$ cat src/rhc_pkg.sv
`default_nettype none
package rhc_pkg;

  // Number of quotient bits, one divider cell per bit.
  localparam int QW = 8;
  // Width of the partial remainders in the divider chain.
  localparam int RW = 16;

  localparam logic [7:0] GREY_HUE   = 8'd160;
  localparam logic [7:0] HUE_GREEN  = 8'd80;
  localparam logic [7:0] HUE_BLUE   = 8'd160;
  localparam logic [7:0] LUM_LOW    = 8'd120;
  localparam logic [7:0] CH_MAX     = 8'd255;

  // Level selection for one output channel of the HSL to RGB path.
  typedef enum logic [1:0] {
    SEL_RAMP = 2'd0,
    SEL_HI   = 2'd1,
    SEL_LO   = 2'd2
  } sel_t;

  // One item as it travels down the divider chain.
  typedef struct packed {
    logic            kind;
    // RGB to HSL side.
    logic            grey;
    logic [7:0]      lum;
    logic [7:0]      hbase;
    logic            hneg;
    logic [RW-1:0]   srem;
    logic [7:0]      sden;
    logic [QW-1:0]   sq;
    logic [RW-1:0]   hrem;
    logic [7:0]      hden;
    logic [QW-1:0]   hq;
    // HSL to RGB side.
    logic            szero;
    logic            lowl;
    logic [7:0]      lin;
    logic [7:0]      sin;
    logic [15:0]     prod;
    logic [2:0][5:0] fac;
    sel_t [2:0]      sel;
  } item_t;

  // Floor of x / 240 for any 16-bit x: (x >> 4) / 15 by reciprocal.
  function automatic logic [8:0] div240(input logic [15:0] x);
    logic [24:0] p;
    p = 25'(x[15:4]) * 25'd4370;
    return p[24:16];
  endfunction

  // Floor of x / 40 for x below 40960: (x >> 3) / 5 by reciprocal.
  function automatic logic [9:0] div40(input logic [15:0] x);
    logic [26:0] p;
    p = 27'(x[15:3]) * 27'd13108;
    return p[25:16];
  endfunction

endpackage
`default_nettype wire

$ cat src/rhc_if.sv
`default_nettype none
// Input channel: one colour and the conversion direction.
interface rhc_in_if;
  logic       valid;
  logic       ready;
  logic       kind;
  logic [7:0] red_in;
  logic [7:0] green_in;
  logic [7:0] blue_in;
  logic [7:0] hue_in;
  logic [7:0] sat_in;
  logic [7:0] lum_in;

  modport source (output valid, kind, red_in, green_in, blue_in, hue_in, sat_in, lum_in,
                  input ready);
  modport sink (input valid, kind, red_in, green_in, blue_in, hue_in, sat_in, lum_in,
                output ready);
endinterface

// Output channel: the converted colour.
interface rhc_out_if;
  logic       valid;
  logic       ready;
  logic [7:0] red_out;
  logic [7:0] green_out;
  logic [7:0] blue_out;
  logic [7:0] hue_out;
  logic [7:0] sat_out;
  logic [7:0] lum_out;

  modport source (output valid, red_out, green_out, blue_out, hue_out, sat_out, lum_out,
                  input ready);
  modport sink (input valid, red_out, green_out, blue_out, hue_out, sat_out, lum_out,
                output ready);
endinterface
`default_nettype wire

$ cat src/rhc_front.sv
`default_nettype none
module rhc_front (
  input  wire logic          clk,
  input  wire logic          rst,
  input  wire logic          en,
  rhc_in_if.sink             req,
  output rhc_pkg::item_t     item,
  output logic               vld
);
  import rhc_pkg::*;

  item_t              item_next;
  logic [7:0]         r, g, b, mx, mn, diff;
  logic [8:0]         sum;
  logic [16:0]        lnum;
  logic [32:0]        lprod;
  logic signed [15:0] delta, hn;
  logic [8:0]         m9;
  logic [16:0]        prod17;
  logic [2:0][8:0]    idx;

  // No transfer is taken while reset is high.
  assign req.ready = en && !rst;
  assign r = req.red_in;
  assign g = req.green_in;
  assign b = req.blue_in;

  // Operand setup for both directions.
  always_comb begin
    mx = (r > g) ? ((r > b) ? r : b) : ((g > b) ? g : b);
    mn = (r < g) ? ((r < b) ? r : b) : ((g < b) ? g : b);
    sum = 9'(mx) + 9'(mn);
    diff = mx - mn;

    item_next = '0;
    item_next.kind = req.kind;
    item_next.grey = (diff == 8'd0);

    // Luminosity: (sum*240 + 255) / 510 as ((..) >> 1) / 255.
    lnum = 17'(sum) * 17'd240 + 17'd255;
    lprod = 33'(lnum[16:1]) * 33'd65794;
    item_next.lum = lprod[31:24];

    // Saturation dividend and divisor.
    item_next.sden = (sum <= 9'(CH_MAX)) ? sum[7:0] : 8'(10'd510 - 10'(sum));
    item_next.srem = 16'(diff) * 16'd240 + 16'(item_next.sden[7:1]);

    // Hue: pick the largest channel, red first, then green.
    if (mx == r) begin
      delta = $signed({8'b0, g}) - $signed({8'b0, b});
      item_next.hbase = 8'd0;
    end else if (mx == g) begin
      delta = $signed({8'b0, b}) - $signed({8'b0, r});
      item_next.hbase = HUE_GREEN;
    end else begin
      delta = $signed({8'b0, r}) - $signed({8'b0, g});
      item_next.hbase = HUE_BLUE;
    end
    hn = delta * 16'sd40 + $signed({9'b0, diff[7:1]});
    item_next.hneg = hn[15];
    item_next.hrem = hn[15] ? 16'(-hn) : 16'(hn);
    item_next.hden = diff;

    // HSL side: product for the upper level n2.
    item_next.lin = req.lum_in;
    item_next.sin = req.sat_in;
    item_next.szero = (req.sat_in == 8'd0);
    item_next.lowl = (req.lum_in <= LUM_LOW);
    m9 = item_next.lowl ? (9'(req.sat_in) + 9'd240) : 9'(req.sat_in);
    prod17 = 17'(req.lum_in) * 17'(m9) + 17'd120;
    item_next.prod = prod17[15:0];

    // Hue positions for red, green and blue, wrapped into 0..240.
    idx[0] = 9'(req.hue_in) + 9'd80;
    if (idx[0] > 9'd240) idx[0] = idx[0] - 9'd240;
    idx[1] = (req.hue_in > 8'd240) ? 9'(req.hue_in) - 9'd240 : 9'(req.hue_in);
    idx[2] = (req.hue_in < 8'd80) ? 9'(req.hue_in) + 9'd160 : 9'(req.hue_in) - 9'd80;
    for (int c = 0; c < 3; c++) begin
      if (idx[c] < 9'd40) begin
        item_next.sel[c] = SEL_RAMP;
        item_next.fac[c] = idx[c][5:0];
      end else if (idx[c] < 9'd120) begin
        item_next.sel[c] = SEL_HI;
        item_next.fac[c] = 6'd0;
      end else if (idx[c] < 9'd160) begin
        item_next.sel[c] = SEL_RAMP;
        item_next.fac[c] = 6'(9'd160 - idx[c]);
      end else begin
        item_next.sel[c] = SEL_LO;
        item_next.fac[c] = 6'd0;
      end
    end
  end

  // Stage register.
  always_ff @(posedge clk) begin
    if (rst) begin
      vld <= 1'b0;
    end else if (en) begin
      vld <= req.valid;
    end
  end

  always_ff @(posedge clk) begin
    if (en) begin
      item <= item_next;
    end
  end

endmodule
`default_nettype wire

$ cat src/rhc_div_cell.sv
`default_nettype none
module rhc_div_cell #(
  parameter int BIT = 0
) (
  input  wire logic           clk,
  input  wire logic           rst,
  input  wire logic           en,
  input  wire rhc_pkg::item_t din,
  input  wire logic           din_vld,
  output rhc_pkg::item_t      dout,
  output logic                dout_vld
);
  import rhc_pkg::*;

  item_t       item_next;
  logic [16:0] s_sh, h_sh;

  // One restoring step for the saturation and hue quotients.
  always_comb begin
    item_next = din;
    s_sh = 17'(din.sden) << BIT;
    h_sh = 17'(din.hden) << BIT;
    if ({1'b0, din.srem} >= s_sh) begin
      item_next.srem = din.srem - s_sh[15:0];
      item_next.sq[BIT] = 1'b1;
    end
    if ({1'b0, din.hrem} >= h_sh) begin
      item_next.hrem = din.hrem - h_sh[15:0];
      item_next.hq[BIT] = 1'b1;
    end
  end

  always_ff @(posedge clk) begin
    if (rst) begin
      dout_vld <= 1'b0;
    end else if (en) begin
      dout_vld <= din_vld;
    end
  end

  always_ff @(posedge clk) begin
    if (en) begin
      dout <= item_next;
    end
  end

endmodule
`default_nettype wire

$ cat src/rhc_back.sv
`default_nettype none
module rhc_back (
  input  wire logic           clk,
  input  wire logic           rst,
  input  wire logic           en,
  input  wire rhc_pkg::item_t din,
  input  wire logic           din_vld,
  rhc_out_if.source           rsp
);
  import rhc_pkg::*;

  // Results of the RGB to HSL side, carried to the output.
  typedef struct packed {
    logic       kind;
    logic [7:0] hue;
    logic [7:0] sat;
    logic [7:0] lum;
  } hsl_t;

  typedef struct packed {
    hsl_t             hsl;
    logic             szero;
    logic [7:0]       lin;
    logic [9:0]       hi;
    logic signed [10:0] lo;
    logic [2:0][5:0]  fac;
    sel_t [2:0]       sel;
  } st1_t;

  typedef struct packed {
    hsl_t                     hsl;
    logic                     szero;
    logic [7:0]               lin;
    logic [9:0]               hi;
    logic signed [10:0]       lo;
    logic [2:0][16:0]         num;
    sel_t [2:0]               sel;
  } st2_t;

  typedef struct packed {
    hsl_t             hsl;
    logic [2:0][11:0] lvl;
  } st3_t;

  st1_t s1, s1_next;
  st2_t s2, s2_next;
  st3_t s3, s3_next;
  logic v1, v2, v3, v4;

  logic signed [8:0]  hs;
  logic signed [9:0]  hsum;
  logic [8:0]         q240;
  logic signed [10:0] d;
  logic signed [16:0] n;
  logic [15:0]        mag;
  logic [9:0]         q40;
  logic signed [11:0] qs, v;
  logic signed [19:0] cnum;
  logic [8:0]         cq;
  logic [2:0][7:0]    ch;

  // Stage 1: finish hue and saturation, upper and lower levels.
  always_comb begin
    s1_next = '0;
    s1_next.hsl.kind = din.kind;
    hs = din.hneg ? -$signed({1'b0, din.hq}) : $signed({1'b0, din.hq});
    hsum = $signed({2'b0, din.hbase}) + {hs[8], hs};
    if (hsum < 0) hsum = hsum + 10'sd240;
    s1_next.hsl.hue = din.grey ? GREY_HUE : hsum[7:0];
    s1_next.hsl.sat = din.grey ? 8'd0 : din.sq;
    s1_next.hsl.lum = din.lum;
    q240 = div240(din.prod);
    s1_next.hi = din.lowl ? 10'(q240) : (10'(din.lin) + 10'(din.sin) - 10'(q240));
    s1_next.lo = $signed({2'b0, din.lin, 1'b0}) - $signed({1'b0, s1_next.hi});
    s1_next.szero = din.szero;
    s1_next.lin = din.lin;
    s1_next.fac = din.fac;
    s1_next.sel = din.sel;
  end

  // Stage 2: ramp dividends (hi - lo) * f + 20.
  always_comb begin
    s2_next.hsl = s1.hsl;
    s2_next.szero = s1.szero;
    s2_next.lin = s1.lin;
    s2_next.hi = s1.hi;
    s2_next.lo = s1.lo;
    s2_next.sel = s1.sel;
    d = $signed({1'b0, s1.hi}) - s1.lo;
    for (int c = 0; c < 3; c++) begin
      s2_next.num[c] = 17'(17'(d) * $signed({11'b0, s1.fac[c]}) + 17'sd20);
    end
  end

  // Stage 3: divide by 40 toward zero and pick each channel level.
  always_comb begin
    s3_next.hsl = s2.hsl;
    for (int c = 0; c < 3; c++) begin
      n = $signed(s2.num[c]);
      mag = n[16] ? 16'(-n) : n[15:0];
      q40 = div40(mag);
      qs = n[16] ? -$signed({2'b0, q40}) : $signed({2'b0, q40});
      case (s2.sel[c])
        SEL_RAMP: v = 12'(s2.lo) + qs;
        SEL_HI:   v = $signed({2'b0, s2.hi});
        SEL_LO:   v = 12'(s2.lo);
        default:  v = 12'(s2.lo);
      endcase
      if (s2.szero) v = $signed({4'b0, s2.lin});
      s3_next.lvl[c] = v;
    end
  end

  // Stage 4: scale to 0..255 with clamping at both ends.
  always_comb begin
    for (int c = 0; c < 3; c++) begin
      cnum = 20'($signed(s3.lvl[c])) * 20'sd255 + 20'sd120;
      cq = div240(cnum[15:0]);
      if (cnum <= 0) begin
        ch[c] = 8'd0;
      end else if (cnum >= 20'sd61440) begin
        ch[c] = CH_MAX;
      end else begin
        ch[c] = cq[7:0];
      end
    end
  end

  // Valid bits of the back stages.
  always_ff @(posedge clk) begin
    if (rst) begin
      v1 <= 1'b0;
      v2 <= 1'b0;
      v3 <= 1'b0;
      v4 <= 1'b0;
    end else if (en) begin
      v1 <= din_vld;
      v2 <= v1;
      v3 <= v2;
      v4 <= v3;
    end
  end

  // Stage data and the output register.
  always_ff @(posedge clk) begin
    if (en) begin
      s1 <= s1_next;
      s2 <= s2_next;
      s3 <= s3_next;
      if (s3.hsl.kind) begin
        rsp.red_out   <= ch[0];
        rsp.green_out <= ch[1];
        rsp.blue_out  <= ch[2];
        rsp.hue_out   <= 8'd0;
        rsp.sat_out   <= 8'd0;
        rsp.lum_out   <= 8'd0;
      end else begin
        rsp.red_out   <= 8'd0;
        rsp.green_out <= 8'd0;
        rsp.blue_out  <= 8'd0;
        rsp.hue_out   <= s3.hsl.hue;
        rsp.sat_out   <= s3.hsl.sat;
        rsp.lum_out   <= s3.hsl.lum;
      end
    end
  end

  assign rsp.valid = v4;

endmodule
`default_nettype wire

$ cat src/rgb_hsl_240_converter_top.sv
`default_nettype none
// RGB <-> HSL (0..240 scale) converter. Each transfer on req carries a colour and a
// direction bit; each produces exactly one transfer on rsp, in order. The block takes
// one item per clock when rsp is ready. The pipeline is made of one setup stage,
// a chain of eight divider cells that each resolve one quotient bit of the saturation
// and hue divisions, three stages for the level selection, and the output register,
// which also does the channel scaling. The whole pipeline advances together and holds
// while a result waits. Nothing is accepted while reset is high.
module rgb_hsl_240_converter_top (
  input wire logic clk,
  input wire logic rst,
  rhc_in_if.sink   req,
  rhc_out_if.source rsp
);
  import rhc_pkg::*;

  item_t chain [QW+1];
  logic  chain_vld [QW+1];
  logic  en;

  // Pipeline advances unless a finished result is held.
  assign en = !rsp.valid || rsp.ready;

  rhc_front u_front (
    .clk  (clk),
    .rst  (rst),
    .en   (en),
    .req  (req),
    .item (chain[0]),
    .vld  (chain_vld[0])
  );

  // Divider chain, most significant quotient bit first.
  for (genvar i = 0; i < QW; i++) begin : g_cell
    rhc_div_cell #(.BIT(QW-1-i)) u_cell (
      .clk      (clk),
      .rst      (rst),
      .en       (en),
      .din      (chain[i]),
      .din_vld  (chain_vld[i]),
      .dout     (chain[i+1]),
      .dout_vld (chain_vld[i+1])
    );
  end

  rhc_back u_back (
    .clk     (clk),
    .rst     (rst),
    .en      (en),
    .din     (chain[QW]),
    .din_vld (chain_vld[QW]),
    .rsp     (rsp)
  );

endmodule
`default_nettype wire
$ cat src/flat_wrapper.sv
// flat-port wrapper written by rule: the top's interface ports become plain ports
module rgb_hsl_240_converter_top_flat import rhc_pkg::*;
  (clk, rst, req_valid, req_kind, req_red_in, req_green_in, req_blue_in, req_hue_in, req_sat_in, req_lum_in, req_ready, rsp_valid, rsp_red_out, rsp_green_out, rsp_blue_out, rsp_hue_out, rsp_sat_out, rsp_lum_out, rsp_ready);
  rhc_in_if req_i ();
  rhc_out_if rsp_i ();
  input wire logic clk;
  input wire logic rst;
  input wire logic [$bits(req_i.valid)-1:0] req_valid;
  input wire logic [$bits(req_i.kind)-1:0] req_kind;
  input wire logic [$bits(req_i.red_in)-1:0] req_red_in;
  input wire logic [$bits(req_i.green_in)-1:0] req_green_in;
  input wire logic [$bits(req_i.blue_in)-1:0] req_blue_in;
  input wire logic [$bits(req_i.hue_in)-1:0] req_hue_in;
  input wire logic [$bits(req_i.sat_in)-1:0] req_sat_in;
  input wire logic [$bits(req_i.lum_in)-1:0] req_lum_in;
  output wire logic [$bits(req_i.ready)-1:0] req_ready;
  output wire logic [$bits(rsp_i.valid)-1:0] rsp_valid;
  output wire logic [$bits(rsp_i.red_out)-1:0] rsp_red_out;
  output wire logic [$bits(rsp_i.green_out)-1:0] rsp_green_out;
  output wire logic [$bits(rsp_i.blue_out)-1:0] rsp_blue_out;
  output wire logic [$bits(rsp_i.hue_out)-1:0] rsp_hue_out;
  output wire logic [$bits(rsp_i.sat_out)-1:0] rsp_sat_out;
  output wire logic [$bits(rsp_i.lum_out)-1:0] rsp_lum_out;
  input wire logic [$bits(rsp_i.ready)-1:0] rsp_ready;
  assign req_i.valid = req_valid;
  assign req_i.kind = req_kind;
  assign req_i.red_in = req_red_in;
  assign req_i.green_in = req_green_in;
  assign req_i.blue_in = req_blue_in;
  assign req_i.hue_in = req_hue_in;
  assign req_i.sat_in = req_sat_in;
  assign req_i.lum_in = req_lum_in;
  assign req_ready = req_i.ready;
  assign rsp_valid = rsp_i.valid;
  assign rsp_red_out = rsp_i.red_out;
  assign rsp_green_out = rsp_i.green_out;
  assign rsp_blue_out = rsp_i.blue_out;
  assign rsp_hue_out = rsp_i.hue_out;
  assign rsp_sat_out = rsp_i.sat_out;
  assign rsp_lum_out = rsp_i.lum_out;
  assign rsp_i.ready = rsp_ready;
  rgb_hsl_240_converter_top u_core (.clk(clk), .rst(rst), .req(req_i), .rsp(rsp_i));
endmodule
$ cat config.mk
export PLATFORM = sky130hd
export DESIGN_NAME = rgb_hsl_240_converter_top_flat
export DESIGN_NICKNAME = d
export VERILOG_FILES = /design/src/rhc_pkg.sv /design/src/rhc_if.sv /design/src/rhc_front.sv /design/src/rhc_div_cell.sv /design/src/rhc_back.sv /design/src/rgb_hsl_240_converter_top.sv /design/src/flat_wrapper.sv
export SDC_FILE = /design/constraint.sdc
export NUM_CORES = 2
export LEC_CHECK = 0
export BUFFER_PORTS_ARGS = -buffer_cell sky130_fd_sc_hd__clkbuf_2
export CAP_MARGIN = 20
export CORE_MARGIN = 2
export CORE_UTILIZATION = 33
export CTS_CLUSTER_DIAMETER = 40
export CTS_CLUSTER_SIZE = 20
export DETAILED_ROUTE_END_ITERATION = 12
export GPL_ROUTABILITY_DRIVEN = 0
export PLACE_DENSITY = 0.51
export SETUP_SLACK_MARGIN = 0.05
export SLEW_MARGIN = 15
export SYNTH_ARGS = -nofsm -noshare
export SYNTH_HDL_FRONTEND = slang
export SYNTH_HIERARCHICAL = 1
export SYNTH_SLANG_ARGS = --single-unit
$ cat constraint.sdc
create_clock -name clk -period 61.8 [get_ports clk]
set_input_delay 6.18 -clock clk [delete_from_list [all_inputs] [get_ports clk]]
set_output_delay 6.18 -clock clk [all_outputs]
set_load 0.005 [all_outputs]
==> impl_metrics.tcl <==
set metrics [dict create \
    final.min_clock_period_ns 16.39 \
    ctsResizeCount 0 \
    reg2reg_to "u_core/u_back/s3[22]" \
    initial_utilization 0.331 \
    dieArea_sq_mm 0.299 \
    finalSetupViolCount 0 \
    worst_clock_skew_ns 0.111 \
    hold_viol 0 \
    min_to "u_core/g_cell[6].u_cell/dout[16]" \
    reg2reg_from "u_core/u_back/s2[27]" \
    grt_max_degree 161 \
    cts_tree "done" \
    drive_above_1_share 0.0881 \
    grt-ovfl-total 0 \
    hold_buffers 0 \
    postCtsSetupRepairBufs 0 \
    cpMostUsedCell "ha_1" \
    rows 199 \
    io_pins 103 \
    crit_type "input port to register" \
    path_max_fanout 17 \
    cts_max_level 4 \
    status "finished, violations left" \
    grt_first_pass_wirelength_mm 310 \
    startpoint_type "input port" \
    core_sq_mm 0.294 \
    fmax_mhz 61.0 \
    final.setup.tns_ns 0 \
    setup_slack_ns 45.41 \
    failed_checks "DRC" \
    dp_hpwl_mm 141 \
    die_h_um 547 \
    ff2ff_path_depth 35 \
    syn_area_per_cell_sq_um 12.3 \
    wl_per_cell_um 15.2 \
    yosys_warnings 6 \
    ant_nets 0 \
    whs_path_depth 0 \
    path_clk_slew_ns 0.06 \
    netlist_area_sq_mm 0.0974 \
    slew_headroom 0.288 \
    cts_buffer_depth 4 \
    end_kind "register" \
    fin_nets 9998 \
    first_global_vias 60800 \
    worstHoldStart "u_core/g_cell[5].u_cell/dout[16]" \
    maxSlewViolCount 0 \
    root_buffer "clkbuf_16" \
    insertion_delay_ns 0.92 \
    post-place-ws_ns 44.61 \
    rsz0062_at_grt "no" \
    first_pass_iters 10 \
    hp-class "register to register" \
    grt_use_total 0.125 \
    clock-sinks 1465 \
    cts_inserted_buffers 239 \
    worstPathArrival_ns 16.98 \
    cp_slowest_stage_delay_ns 0.51 \
    worst_pin_slew_ns 1.07 \
    r2r_slack_ns 51.91 \
    maxCapViolCount 0 \
    required_ns 62.40 \
    viasPerCell 4.72 \
    drc 5 \
    vias 58200 \
    fp.dieW_um 547 \
    io_buffers 102 \
    antenna_found_initial 4 \
    cp_slowest_cell "a31oi_1" \
    fin_crit_sh 0.265 \
    first_iter_violations 2909 \
    wirelength_mm 188 \
    netlist_instances 7944 \
    area_growth_pct 13.7 \
]
[flip-flops by register name, summed over array words and instances (netlist names)]
register,cells
u_core/g_cell.u_cell/dout,1048
u_core/g_cell.u_cell/dout_vld,8
u_core/u_back/n,16
u_core/u_back/rsp.blue_out,8
u_core/u_back/rsp.green_out,8
u_core/u_back/rsp.hue_out,8
u_core/u_back/rsp.lum_out,8
u_core/u_back/rsp.red_out,8
u_core/u_back/rsp.sat_out,8
u_core/u_back/rsp.valid,1
u_core/u_back/s1,78
u_core/u_back/s2,92
u_core/u_back/s3,61
u_core/u_back/v1,1
u_core/u_back/v2,1
u_core/u_back/v3,1
u_core/u_front/item,109
u_core/u_front/vld,1
[worst max-delay path by stage]
| stage | from | end | cells after the start |
|---|---|---|---|
| 3_5_place_dp | req_red_in[1] | u_core/u_front/item[137] | 40 |
| 3_3_place_gp | req_red_in[1] | u_core/u_front/item[137] | 40 |
| 2_1_floorplan | rsp_ready | req_ready | 2 |
| 5_1_grt | req_red_in[1] | u_core/u_front/item[137] | 40 |
| 6_report | req_red_in[1] | u_core/u_front/item[137] | 40 |
| 4_1_cts | req_red_in[1] | u_core/u_front/item[137] | 40 |
[stage by stage]
step	hold WS (ns)	cell area (sq um)	utilization	cells
after floorplan	0.400	97400	-	7963
after global placement	0.401	102000	0.349	11900
after detailed placement	0.405	102000	0.349	11900
after CTS	0.322	111000	0.376	12300
after global routing	0.329	111000	0.377	12300
final	0.329	111000	0.377	12300
[critical path, delay by kind of cell]
kind / cells / cell delay, ns
fa+ha+maj: 12 / 4.04
xor+xnor: 4 / 1.24
buf+inv: 3 / 0.53
simple gates: 7 / 1.55
compound gates: 14 / 3.42
[metal layers]
| metal | wire [um] | global-route usage | vias up | part of all wire |
|---|---|---|---|---|
| li1 | - | - | 28700 | - |
| met1 | 82000 | 0.155 | 28300 | 0.44 |
| met2 | 92900 | 0.219 | 864 | 0.50 |
| met3 | 6700 | 0.0174 | 350 | 0.036 |
| met4 | 6000 | 0.0452 | 2 | 0.032 |
| met5 | 11 | 0 | - | 0.000059 |
[cell type report]
type	instances	area, sq um
Antenna cell	1	2.50
Clock buffer	252	6050
Clock inverter	197	2100
Fill cell	28200	183000
Inverter	1050	3940
Multi-Input combinational cell	5310	48900
Sequential cell	1465	43900
Tap cell	3919	4900
Timing Repair Buffer	145	891
[cells in the final DEF, fill, tap and decap left out, types with 128 or more instances in the layout]
cell / n
a21o_1: 128
nand2_1: 340
inv_1: 1049
fa_1: 546
and2_1: 176
xor2_1: 203
edfxtp_1: 1452
xnor2_1: 374
a21oi_1: 381
nor2_1: 328
o21ai_0: 271
clkbuf_16: 240
ha_1: 1188
Power is not shown: default switching activity piles up to over one toggle a cycle in this logic, so the estimate is an artifact.
